File: src/rtl/tvhg_pkg.sv
// Shared types and constants for the tetrahedron volume / hat gradient block.
// No dependencies.
`default_nettype none
package tvhg_pkg;

  localparam int CW   = 16;  // vertex coordinate width
  localparam int DW   = 17;  // vertex difference width
  localparam int PW   = 34;  // difference product width
  localparam int GW   = 36;  // cross product component width
  localparam int MW   = 54;  // |det| width
  localparam int SH   = 30;  // gradient scale shift
  localparam int NW   = GW + SH;  // divider dividend width
  localparam int OGW  = 48;  // gradient output width
  localparam int VOLW = 51;  // volume output width
  localparam int QUEUE_DEPTH_DEF = 2;

  localparam logic [1:0] PAIR_TBL [4][4] = '{
    '{2'd1, 2'd2, 2'd3, 2'd1},
    '{2'd3, 2'd2, 2'd0, 2'd2},
    '{2'd3, 2'd0, 2'd1, 2'd3},
    '{2'd1, 2'd0, 2'd2, 2'd0}
  };

  typedef struct packed {
    logic [3:0][2:0][GW-1:0] g;
    logic [MW-1:0]           mag;
    logic [2:0][CW-1:0]      bary;
    logic                    degen;
  } qent_t;

  typedef enum logic [1:0] {
    ST_IDLE,
    ST_DIV,
    ST_DONE
  } bstate_t;

endpackage
`default_nettype wire

File: src/rtl/tvhg_queue.sv
// Small FIFO between the front pipeline and the divider back end.
// Depends on tvhg_pkg.
`default_nettype none
module tvhg_queue #(
  parameter int DEPTH = tvhg_pkg::QUEUE_DEPTH_DEF
) (
  input  wire logic            clk,
  input  wire logic            rst_n,
  input  wire logic            push,
  input  wire tvhg_pkg::qent_t push_ent,
  output logic                 full,
  output logic                 nempty,
  input  wire logic            pop,
  output tvhg_pkg::qent_t      head
);

  localparam int AW = (DEPTH > 1) ? $clog2(DEPTH) : 1;
  localparam int CNTW = $clog2(DEPTH + 1);

  tvhg_pkg::qent_t mem [DEPTH];
  logic [AW-1:0]   wp_r, rp_r;
  logic [CNTW-1:0] cnt_r;

  assign full   = (cnt_r == CNTW'(DEPTH));
  assign nempty = (cnt_r != '0);
  assign head   = mem[rp_r];

  always_ff @(posedge clk) begin
    if (!rst_n) begin
      wp_r  <= '0;
      rp_r  <= '0;
      cnt_r <= '0;
    end else begin
      if (push) begin
        wp_r <= (wp_r == AW'(DEPTH - 1)) ? '0 : wp_r + AW'(1);
      end
      if (pop) begin
        rp_r <= (rp_r == AW'(DEPTH - 1)) ? '0 : rp_r + AW'(1);
      end
      if (push && !pop) begin
        cnt_r <= cnt_r + CNTW'(1);
      end else if (pop && !push) begin
        cnt_r <= cnt_r - CNTW'(1);
      end
    end
  end

  always_ff @(posedge clk) begin
    if (push) begin
      mem[wp_r] <= push_ent;
    end
  end

endmodule
`default_nettype wire

File: config.mk
export PLATFORM = sky130hd
export DESIGN_NAME = tvhg_queue
export DESIGN_NICKNAME = d
export VERILOG_FILES = /design/src/rtl/tvhg_pkg.sv /design/src/rtl/tvhg_queue.sv
export SDC_FILE = /design/constraint.sdc
export NUM_CORES = 1
export LEC_CHECK = 0
export BUFFER_PORTS_ARGS = -buffer_cell sky130_fd_sc_hd__buf_4
export CORE_AREA = 8 8 413 415
export CTS_CLUSTER_DIAMETER = 40
export CTS_CLUSTER_SIZE = 25
export DETAILED_ROUTE_END_ITERATION = 10
export DIE_AREA = 0 0 421 423
export SLEW_MARGIN = 10
export SYNTH_ARGS = -nofsm -noshare
export SYNTH_HDL_FRONTEND = slang
export SYNTH_SLANG_ARGS = --single-unit
File: constraint.sdc
create_clock -name clk -period 38.9 [get_ports clk]
set_input_delay 3.89 -clock clk [delete_from_list [all_inputs] [get_ports clk]]
set_output_delay 3.89 -clock clk [all_outputs]
set_load 0.005 [all_outputs]
==> results.sh <==
export IMPL_io_pins=1076
export IMPL_startpoint_type="flip-flop"
export IMPL_power_density_nw_per_um2=55.85
export IMPL_end_kind="output port"
export IMPL_port_buffers=1075
export IMPL_die_h_um=423
export IMPL_path_cells="buf_4 -> buf_4 -> buf_4 -> buf_4 -> mux2_2 -> buf_4"
export IMPL_ys_seq_area_share_pct=81.91
export IMPL_yosysTopAreaCellShare_pct=81.65
export IMPL_cts_sinks=1075
export IMPL_critPathSlowestCell="dfxtp_4"
export IMPL_gp_congestion=0.8852
export IMPL_required_ps=35010
export IMPL_grt_ovfl_total=0
export IMPL_final_common_cell="buf_4"
export IMPL_worst_slew_pin_slew_ps=1079
export IMPL_worstSetupPathType="reg -> out"
export IMPL_fin_crit_sh_pct=25.32
export IMPL_dieArea_um2=178100
export IMPL_synth_warnings=0
export IMPL_grt_max_degree=148
export IMPL_finalMaxSlewViolations=0
export IMPL_grt_pass1_wl_um=175000
export IMPL_core_area_um2=163900
export IMPL_wl_per_cell_um=25.00
export IMPL_hold_path_end="cnt_r[1]"
export IMPL_cap_violations=0
export IMPL_fmax_mhz=101.5
export IMPL_hold_depth=2
export IMPL_synth_area_top_cells="edfxtp_1 (82%), mux2_2 (11%), mux2_4 (5.7%)"
export IMPL_cts_tree="yes"
export IMPL_totalPowerFinal_mw=3.095
export IMPL_fin_crit_ps=9848
export IMPL_antenna_found_initial=57
export IMPL_rows=149
export IMPL_fin_nets=3420
export IMPL_path_max_fanout=73
export IMPL_final_cell_mix="buf_4 (1,096), edfxtp_1 (1,070), mux2_2 (385)"
export IMPL_crit_path_max_incr_delay_ps=1040
export IMPL_nFillCells=15554
export IMPL_grt_use_total_pct=13.95
export IMPL_relSlewSlack_pct=28.07
export IMPL_ant_nets=0
export IMPL_synthToLayoutAreaGrowth_pct=40.83
export IMPL_syn_area_um2=39350
export IMPL_power_leakage_nw=20.58
export IMPL_cp_common_cell="buf_4"
export IMPL_firstDrtPassIters=7
export IMPL_vias=21278
export IMPL_status="finished, final reports clean"
export IMPL_dp_cells=4914
export IMPL_post_cts_setup_buffers=0
export IMPL_setup_violations=0
export IMPL_crit_family="buffers and inverters"
export IMPL_reg2reg_slack_ps=34080
export IMPL_r2r_cells=5
export IMPL_worstHoldPathType="reg -> reg"
export IMPL_rsz0062_at_grt="no"
export IMPL_path_buf_inv=5
export IMPL_initial_core_util_pct=24.01
export IMPL_synth_seq_cells=1075
export IMPL_remaining_drc_errors=0
export IMPL_setup_tns_ps=0
export IMPL_r2r_start="wp_r"
export IMPL_cts_buffers_inserted=153
export IMPL_hold_violations=0
export IMPL_vias_per_cell=4.066
export IMPL_crit_arrival_ps=5960
export IMPL_ys_types=17
export IMPL_ir_drop_v=0.00004246
export IMPL_cts_path_max_buffers=3
export IMPL_drtIter0Drc=1422
export IMPL_clock_latency_ps=800
export IMPL_cts_root_buf="clkbuf_16"
export IMPL_clk_pin_slew_ps=60
export IMPL_post_cts_resize_count=0
export IMPL_drive_gt1_share_pct=63.00
export IMPL_synthesis_nets=2227
export IMPL_htree_levels=4
export IMPL_skew_ps=41.73
export IMPL_cts_hold_buf=0
export IMPL_syn_area_per_cell_um2=23.33
export IMPL_die_x_um=421
export IMPL_fin_cells=5233
export IMPL_synth_largest_area_cell="edfxtp_1"
export IMPL_grt_pass1_vias=22164
export IMPL_synth_cells=1687
export IMPL_hp_start="cnt_r[1]"
export IMPL_dp_hpwl_um=99130
export IMPL_wirelength_um=130900
export IMPL_rr_endpoint="mem[1][420]"
synth_stat cells:
library cell  count
edfxtp_1       1070
mux2_2          385
mux2_4          150
buf_2            42
buf_6            18
dfxtp_1           5
and2_1            4
nor2b_1           3
xor2_1            2
a21boi_0          1
ha_1              1
inv_1             1
o21a_1            1
o21ai_0           1
or2_2             1
or3_1             1
xnor2_1           1
per-layer routing:
metal | up-vias | track usage [%] | wire, µm
li1 | 9249 | - | -
met1 | 10907 | 14.48 | 46420
met2 | 821 | 23.77 | 66410
met3 | 261 | 6.905 | 12590
met4 | 40 | 6.272 | 5166
met5 | - | 0 | 260
worst register-to-register path, delay by kind of cell (launching register included):
| kind | cells | cell delay [ps] |
|---|---|---|
| flip-flops | 1 | 380 |
| AND/OR/NAND/NOR | 1 | 660 |
| buffers and inverters | 4 | 3280 |
worst max path at each step:
stage	from	to	slack, ps	depth (start not counted)
6_report	flip-flop	head[293]	29050	6
5_1_grt	flip-flop	head[293]	28740	6
4_1_cts	flip-flop	head[293]	28970	6
3_5_place_dp	flip-flop	head[293]	29880	6
3_3_place_gp	flip-flop	head[293]	29890	6
2_1_floorplan	push	wp_r	10310	2
area by class of cell:
cell class / instances / area, µm² / area share, %
Clock inverter: 121 / 1471 / 2.655
Sequential cell: 1075 / 32230 / 58.17
Inverter: 1 / 3.754 / 0.006773
Tap cell: 2189 / 2739 / 4.942
Timing Repair Buffer: 1098 / 8268 / 14.92
Clock buffer: 165 / 3905 / 7.047
Multi-Input combinational cell: 551 / 6713 / 12.11
Antenna cell: 33 / 82.58 / 0.1490
power by group:
part           switching, mW  total, mW  internal, mW
combinational          0.150      0.322         0.172
clock                  0.561       1.41         0.853
sequential            0.0170       1.36          1.34
logic make-up after synthesis:
| group | after synthesis | share of synthesized area (%) |
|---|---|---|
| XOR/XNOR | 3 | 0.06678 |
| flip-flops | 1075 | 81.91 |
| multiplexers | 535 | 16.74 |
| buffers and inverters | 61 | 1.059 |
| AO/OA/AOI/OAI | 3 | 0.05088 |
| AND/OR/NAND/NOR | 9 | 0.1431 |
| adder cells (fa/ha/maj) | 1 | 0.03179 |
sequential cells by signal, summed over array words and instances (netlist names), named ones only:
register / count
rp_r: 1
mem: 1070
wp_r: 1
cnt_r: 2
metrics by stage:
stage / hold WS [ps] / worst slack [ps] / util, % / area, µm²
floorplan: 467.8 / 10310 / - / 39350
global placement: 481.2 / 29890 / 30.49 / 49960
detailed placement: 503.1 / 29880 / 30.49 / 49960
CTS: 511.3 / 28970 / 33.77 / 55330
global route: 532.3 / 28740 / 33.79 / 55370
finish: 505.2 / 29050 / 33.82 / 55420
Note: power is estimated with default switching activity, not from simulation.
