==> src/rtl/tvhg_pkg.sv <==
// Shared types and constants for the tetrahedron volume / hat gradient block.
// No dependencies.
`default_nettype none
package tvhg_pkg;

  localparam int CW   = 16;  // vertex coordinate width
  localparam int DW   = 17;  // vertex difference width
  localparam int PW   = 34;  // difference product width
  localparam int GW   = 36;  // cross product component width
  localparam int MW   = 54;  // |det| width
  localparam int SH   = 30;  // gradient scale shift
  localparam int NW   = GW + SH;  // divider dividend width
  localparam int OGW  = 48;  // gradient output width
  localparam int VOLW = 51;  // volume output width
  localparam int QUEUE_DEPTH_DEF = 2;

  localparam logic [1:0] PAIR_TBL [4][4] = '{
    '{2'd1, 2'd2, 2'd3, 2'd1},
    '{2'd3, 2'd2, 2'd0, 2'd2},
    '{2'd3, 2'd0, 2'd1, 2'd3},
    '{2'd1, 2'd0, 2'd2, 2'd0}
  };

  typedef struct packed {
    logic [3:0][2:0][GW-1:0] g;
    logic [MW-1:0]           mag;
    logic [2:0][CW-1:0]      bary;
    logic                    degen;
  } qent_t;

  typedef enum logic [1:0] {
    ST_IDLE,
    ST_DIV,
    ST_DONE
  } bstate_t;

endpackage
`default_nettype wire

==> src/rtl/tvhg_back.sv <==
// Back end: bit-serial dividers for the gradients, a digit-wise divide by six
// (reciprocal multiply per 14-bit digit) for the volume, output register.
// Depends on tvhg_pkg.
`default_nettype none
module tvhg_back (
  input  wire logic                   clk,
  input  wire logic                   rst_n,
  input  wire logic                   nempty,
  input  wire tvhg_pkg::qent_t        head,
  output logic                        pop,
  output logic                        out_valid,
  input  wire logic                   out_ready,
  output logic [1:0]                  out_index,
  output logic [2:0][tvhg_pkg::OGW-1:0] out_grad,
  output logic [tvhg_pkg::VOLW-1:0]   out_vol,
  output logic [2:0][tvhg_pkg::CW-1:0] out_bary,
  output logic                        out_degen,
  output logic                        out_last
);

  localparam int GW  = tvhg_pkg::GW;
  localparam int MW  = tvhg_pkg::MW;
  localparam int NW  = tvhg_pkg::NW;
  localparam int SH  = tvhg_pkg::SH;
  localparam int OGW = tvhg_pkg::OGW;
  localparam int VOLW = tvhg_pkg::VOLW;
  localparam int STW = $clog2(NW);
  localparam int VCW  = 14;          // volume digit width
  localparam int VDIG = 4;           // volume digits
  localparam int VNW  = VDIG * VCW;  // volume dividend width
  localparam logic [VCW+1:0] RECIP3 = 16'd43691;  // (2^17 + 1) / 3

  tvhg_pkg::bstate_t state_r, state_nxt;
  logic [1:0]     row_r;
  logic [STW-1:0] step_r;
  logic [2:0][NW-1:0] a_r, q_r;
  logic [2:0][MW:0]   rem_r;
  logic [2:0]         neg_r;
  logic [VNW-1:0]     vd_r, vq_r;
  logic [1:0]         vrem_r;
  logic               out_valid_r;
  logic               slot_free, load, emit, step;

  assign slot_free = !out_valid_r || out_ready;

  always_comb begin
    state_nxt = state_r;
    unique case (state_r)
      tvhg_pkg::ST_IDLE: if (nempty) state_nxt = tvhg_pkg::ST_DIV;
      tvhg_pkg::ST_DIV:  if (step_r == STW'(NW - 1)) state_nxt = tvhg_pkg::ST_DONE;
      tvhg_pkg::ST_DONE: begin
        if (slot_free) begin
          state_nxt = (row_r == 2'd3) ? tvhg_pkg::ST_IDLE : tvhg_pkg::ST_DIV;
        end
      end
      default: state_nxt = tvhg_pkg::ST_IDLE;
    endcase
  end

  always_comb begin
    load = 1'b0;
    emit = 1'b0;
    pop  = 1'b0;
    step = 1'b0;
    unique case (state_r)
      tvhg_pkg::ST_IDLE: load = nempty;
      tvhg_pkg::ST_DIV:  step = 1'b1;
      tvhg_pkg::ST_DONE: begin
        emit = slot_free;
        pop  = slot_free && (row_r == 2'd3);
        load = slot_free && (row_r != 2'd3);
      end
      default: ;
    endcase
  end

  function automatic logic [OGW-1:0] sat(input logic [NW-1:0] q, input logic neg);
    logic [OGW-1:0] r;
    if (neg) begin
      if ((|q[NW-1:OGW]) || (q[OGW-1] && (|q[OGW-2:0]))) r = {1'b1, {(OGW-1){1'b0}}};
      else r = OGW'(-q[OGW-1:0]);
    end else begin
      if (|q[NW-1:OGW-1]) r = {1'b0, {(OGW-1){1'b1}}};
      else r = q[OGW-1:0];
    end
    return r;
  endfunction

  always_ff @(posedge clk) begin
    if (!rst_n) begin
      state_r     <= tvhg_pkg::ST_IDLE;
      row_r       <= '0;
      step_r      <= '0;
      out_valid_r <= 1'b0;
    end else begin
      state_r <= state_nxt;
      if (load) step_r <= '0;
      else if (step) step_r <= step_r + STW'(1);
      if (emit) row_r <= row_r + 2'd1;
      if (emit) out_valid_r <= 1'b1;
      else if (out_ready) out_valid_r <= 1'b0;
    end
  end

  // ld_row is the row about to be divided
  always_ff @(posedge clk) begin
    logic [1:0] ld_row;
    logic signed [GW-1:0] c;
    logic [MW:0] rs;
    logic [VCW+1:0] vs, vt;
    logic [2*VCW+3:0] vp;
    logic [VCW-1:0] vdig;
    ld_row = (state_r == tvhg_pkg::ST_IDLE) ? 2'd0 : row_r + 2'd1;
    if (load) begin
      for (int j = 0; j < 3; j++) begin
        c = $signed(head.g[ld_row][j]);
        neg_r[j] <= c[GW-1];
        a_r[j]   <= {(c[GW-1] ? GW'(-c) : GW'(c)), {SH{1'b0}}};
        rem_r[j] <= '0;
        q_r[j]   <= '0;
      end
      // |D| / 6 = (|D| / 2) / 3
      vd_r   <= VNW'(head.mag[MW-1:1]);
      vrem_r <= '0;
      vq_r   <= '0;
    end else if (step) begin
      for (int j = 0; j < 3; j++) begin
        rs = {rem_r[j][MW-1:0], a_r[j][NW-1]};
        a_r[j] <= {a_r[j][NW-2:0], 1'b0};
        if (rs >= {1'b0, head.mag}) begin
          rem_r[j] <= rs - {1'b0, head.mag};
          q_r[j]   <= {q_r[j][NW-2:0], 1'b1};
        end else begin
          rem_r[j] <= rs;
          q_r[j]   <= {q_r[j][NW-2:0], 1'b0};
        end
      end
      if (step_r < STW'(VDIG)) begin
        vs   = {vrem_r, vd_r[VNW-1 -: VCW]};
        vp   = vs * RECIP3;
        vdig = vp[2*VCW+2 -: VCW];
        vt   = vs - {1'b0, vdig, 1'b0} - {2'b0, vdig};
        vrem_r <= vt[1:0];
        vd_r   <= {vd_r[VNW-VCW-1:0], {VCW{1'b0}}};
        vq_r   <= {vq_r[VNW-VCW-1:0], vdig};
      end
    end
    if (emit) begin
      out_index <= row_r;
      for (int j = 0; j < 3; j++) begin
        out_grad[j] <= head.degen ? '0 : sat(q_r[j], neg_r[j]);
      end
      out_vol   <= vq_r[VOLW-1:0];
      out_bary  <= head.bary;
      out_degen <= head.degen;
      out_last  <= (row_r == 2'd3);
    end
  end

  assign out_valid = out_valid_r;

  a_pop_row3: assert property (@(posedge clk) disable iff (!rst_n)
    pop |-> (row_r == 2'd3) && nempty)
    else $error("pop before last row");
  a_step_rng: assert property (@(posedge clk) disable iff (!rst_n)
    (state_r == tvhg_pkg::ST_DIV) |-> (step_r <= STW'(NW - 1)))
    else $error("divider step overrun");
  a_degen_zero: assert property (@(posedge clk) disable iff (!rst_n)
    $past(emit) && out_degen |-> (out_grad == '0))
    else $error("degenerate row with nonzero gradient");
  a_last_pop: assert property (@(posedge clk) disable iff (!rst_n)
    pop |=> (row_r == 2'd0))
    else $error("row counter not wrapped after pop");

endmodule
`default_nettype wire

==> config.mk <==
export PLATFORM = sky130hd
export DESIGN_NAME = tvhg_back
export DESIGN_NICKNAME = d
export VERILOG_FILES = /design/src/rtl/tvhg_pkg.sv /design/src/rtl/tvhg_back.sv
export SDC_FILE = /design/constraint.sdc
export NUM_CORES = 2
export LEC_CHECK = 0
export BUFFER_PORTS_ARGS = -buffer_cell sky130_fd_sc_hd__buf_2
export CAP_MARGIN = 5
export CORE_MARGIN = 1
export CORE_UTILIZATION = 59
export DETAILED_ROUTE_END_ITERATION = 12
export PLACE_DENSITY_LB_ADDON = 0.05
export RECOVER_POWER = 50
export SYNTH_ARGS = -nofsm -noshare
export SYNTH_HDL_FRONTEND = slang
export SYNTH_SLANG_ARGS = --single-unit
==> constraint.sdc <==
create_clock -name clk -period 16.3 [get_ports clk]
set_input_delay 1.63 -clock clk [delete_from_list [all_inputs] [get_ports clk]]
set_output_delay 1.63 -clock clk [all_outputs]
set_load 0.03 [all_outputs]
==> key figures <==
Cells and area
  – Final nets: 7956
  – Layout area overhead: 13.1%
  – Fraction of layout cells with a size suffix above 1: 11.7%
  – # fillers: 7776
  – Area occupied by multi-input gates: 0.0308 mm^2
  – Storage element area: 0.0209 mm^2

Synthesis
  – Yosys warns: 0
  – Largest family of logic cells by synthesized area: compound AO/OA/AOI/OAI gates
  – Compound-Gate Fraction of Synth Area: 21.6%
  – Synthesized area: 0.0544 mm^2
  – Proportion of netlist area held by the largest area contributor: 22.7%
  – EDFF count, synth: 411
  – Adder-cell share of the synthesized area: 9.79%
  – Simple-Gate Fraction of Synth Area: 18.6%
  – Syn nets: 7440
  – Sequential share of the synthesized area: 38.4%
  – Synth top area cells: edfxtp_1, dfxtp_1, o21ai_0, nand2_1, ha_1
  – Synth Flop Type: dfxtp_1
  – Seq cells post-synth: 839
  – Post-synth top area cell: edfxtp_1
  – Xor-xnor portion of the synthesized cell area: 4.41%
  – Mux share of post-synthesis cell area: 1.96%
  – Library cells used by synthesis: 89
  – Syn Inst Count: 6522
  – Async set-or-reset flop fraction in the synthesized netlist: 0%
  – Mean Syn Cell Area: 8.34 um^2

Clock network
  – CTS tree: done
  – Clock Path Buffers: 3
  – Clock Sinks: 839
  – Clk root buf: clkbuf_16
  – CTS Hold Bufs: 0
  – Setup bufs post-CTS: 0
  – Reg clk slew, reported paths: 60 ps
  – Worst skew pair latency: 690 ps
  – # resized after CTS: 0
  – Num CTS Buffers: 91
  – # H-tree levels: 3

Worst setup path
  – CP Cell Sequence: ha_1, nor2_1, mux2i_1, or2_0, clkinvlp_2, nor2_4, inv_4, buf_4
  – Worst EP required: 16630 ps
  – Crit path DAT: 10890 ps
  – Max stage delay cell, worst path: clkinvlp_2
  – CP Launch Type: flip-flop
  – Critical path type: reg -> reg
  – Max stage delay on crit path: 2680 ps
  – Critical Path Fanout Max: 67
  – Crit end category: flip-flop

Floorplanning
  – DIE WIDTH: 306 um
  – Num rows: 111
  – Chip height: 306 um
  – Die Footprint: 0.0934 mm^2
  – Initial Util: 59.4%
  – Core box area: 0.0915 mm^2
  – I/O Pins: 788

Power
  – Maximum resistive drop on vdd: 392 uV
  – PD cells: 146 mW/mm^2
  – Leakage power total: 0.0250 uW

Placed design
  – Placement Setup Slack: 9950 ps
  – PortBufs: 787
  – DP HPWL: 137000 um
  – RePlAce Congestion: 1.03

Outcome
  – Status: complete, but fails checks
  – Failing checks: capacitance limit, slew limit

GRT
  – Pin count of the biggest net entering global routing: 241
  – Global-route wire length before repair: 277000 um
  – Antenna violations before repair: 36
  – GRT overflow: 0
  – Vias in the first global route: 47100
  – Overall Global Routing Usage: 38.2%

Timing
  – Final setup fails: 0
  – Fin. Hold Viols: 0
  – Setup Skew: 38.6 ps
  – Final min period: 10560 ps
  – Max-slew violation count: 664
  – RSZ-0062 raised after global routing: no
  – Final Cycle Share: 64.8%
  – Setup TNS: 0 ps
  – Actual slew at the worst max-slew pin: 9010 ps
  – Rel. slew slack: -501%
  – FMAX: 94.7 MHz
  – Min setup slack post-route: 5740 ps

Hold path
  – Hold Crit Class: reg -> reg

Detailed routing
  – 1st-iter DRT viols: 5374
  – Post-Route WL: 185000 um
  – Via density: 6.17
  – Via Count: 51400
  – Drt drc: 0
  – Drt pass-1 iters: 6
  – WL per Instance: 22.2 um
  – Final ANT Viol Nets: 0

Job
  – Max_cap viols: 9
[worst max-delay path: cells and delay by family, from the launching register on]
| family | cells | cell delay, ps |
|---|---|---|
| adders and majority gates | 1 | 480 |
| muxes | 1 | 120 |
| DFF | 1 | 2230 |
| buffers and inverters | 3 | 3800 |
| and+or+nand+nor | 3 | 3470 |
[power breakdown]
| part | switching [uW] | total (uW) | internal [uW] | leakage (uW) |
|---|---|---|---|---|
| Clock | 901 | 2130 | 1230 | 0.00151 |
| Sequential | 116 | 2530 | 2410 | 0.00738 |
| Combinational | 2500 | 4320 | 1820 | 0.0161 |
[path summary, 6_finish.rpt]
kind / to / from / slack (ps) / cells past startpoint
max: a_r[170] / row_r[0] / 5740 / 8
min: out_vol[42] / vq_r[42] / 430 / 0
max reg2reg: a_r[170] / row_r[0] / 5740 / 8
min reg2reg: out_vol[42] / vq_r[42] / 430 / 0
[Yosys cell counts, drive strengths merged (26+ instances only)]
library cell and count:
edfxtp 411, nand3b 34, a21o 110, buf 76
nand4 51, nor4 44, or4 26, dfxtp 428
nor2b 52, clkbuf 340, o21ai 814, fa 78
or3 100, xnor2 154, a22o 31, ha 301
xor2 120, o31ai 68, nor3 113, o211ai 34
inv 310, and3 26, o22ai 42, nand2b 75
nand2 1041, nor2 407, mux2 38, a21oi 492
a211oi 62, a221oi 26, o21bai 35, nand3 163
a31oi 96, mux2i 64
[final cells by class]
| class | instances | share of cell area, % |
|---|---|---|
| Sequential cell | 839 | 34.0 |
| Clock buffer | 123 | 4.23 |
| Clock inverter | 47 | 0.761 |
| Inverter | 312 | 1.91 |
| Multi-Input combinational cell | 4955 | 50.0 |
| Antenna cell | 28 | 0.114 |
| Tap cell | 1186 | 2.41 |
| Timing Repair Buffer | 839 | 6.54 |
[state kept, by name, indices dropped and copies added, names as in the netlist]
| name | cells |
|---|---|
| a_r | 108 |
| neg_r | 3 |
| out_bary | 48 |
| out_degen | 1 |
| out_grad | 144 |
| out_index | 2 |
| out_last | 1 |
| out_valid | 1 |
| out_vol | 51 |
| q_r | 198 |
| rem_r | 162 |
| row_r | 2 |
| state_r | 2 |
| step_r | 7 |
| vd_r | 56 |
| vq_r | 51 |
| vrem_r | 2 |
[cell usage in the layout (no fill, tap or decap), drive strengths merged, types with 52 or more instances in the layout]
cell	count
nor2	407
buf	583
mux2i	64
nor2b	52
nor3	113
o21ai	814
or3	100
inv	316
a31oi	96
nand2	1041
xor2	120
edfxtp	411
a21oi	492
nand3	163
a211oi	62
xnor2	154
nand2b	75
clkbuf	379
dfxtp	428
fa	78
o31ai	68
ha	301
a21o	110
[logic make-up after synthesis]
kind of cell | Yosys count
DFF | 839
AOI/OAI and AO/OA | 1986
and+or+nand+nor | 2214
muxes | 102
xor gates and xnor gates | 274
adders and majority gates | 379
buffers and inverters | 728
[routing by layer]
metal | global-route usage (%) | part of all wire (%)
met1 | 48.2 | 39
met3 | 7.40 | 8.7
met4 | 25.4 | 7.1
met2 | 59.5 | 45
met5 | 0 | 0.023
[per-stage QoR]
step	power (uW)	instance area (um^2)	hold WS (ps)	instances	util, %
finish	8980	61500	431	8329	67.2
global route	9650	61500	442	8327	67.2
CTS	8970	61800	430	8301	67.5
detailed placement	6840	58700	414	8131	64.2
global placement	6740	58700	414	8131	64.2
floorplan	5780	54400	408	6522	-
Power figures use the tool's default switching activity.
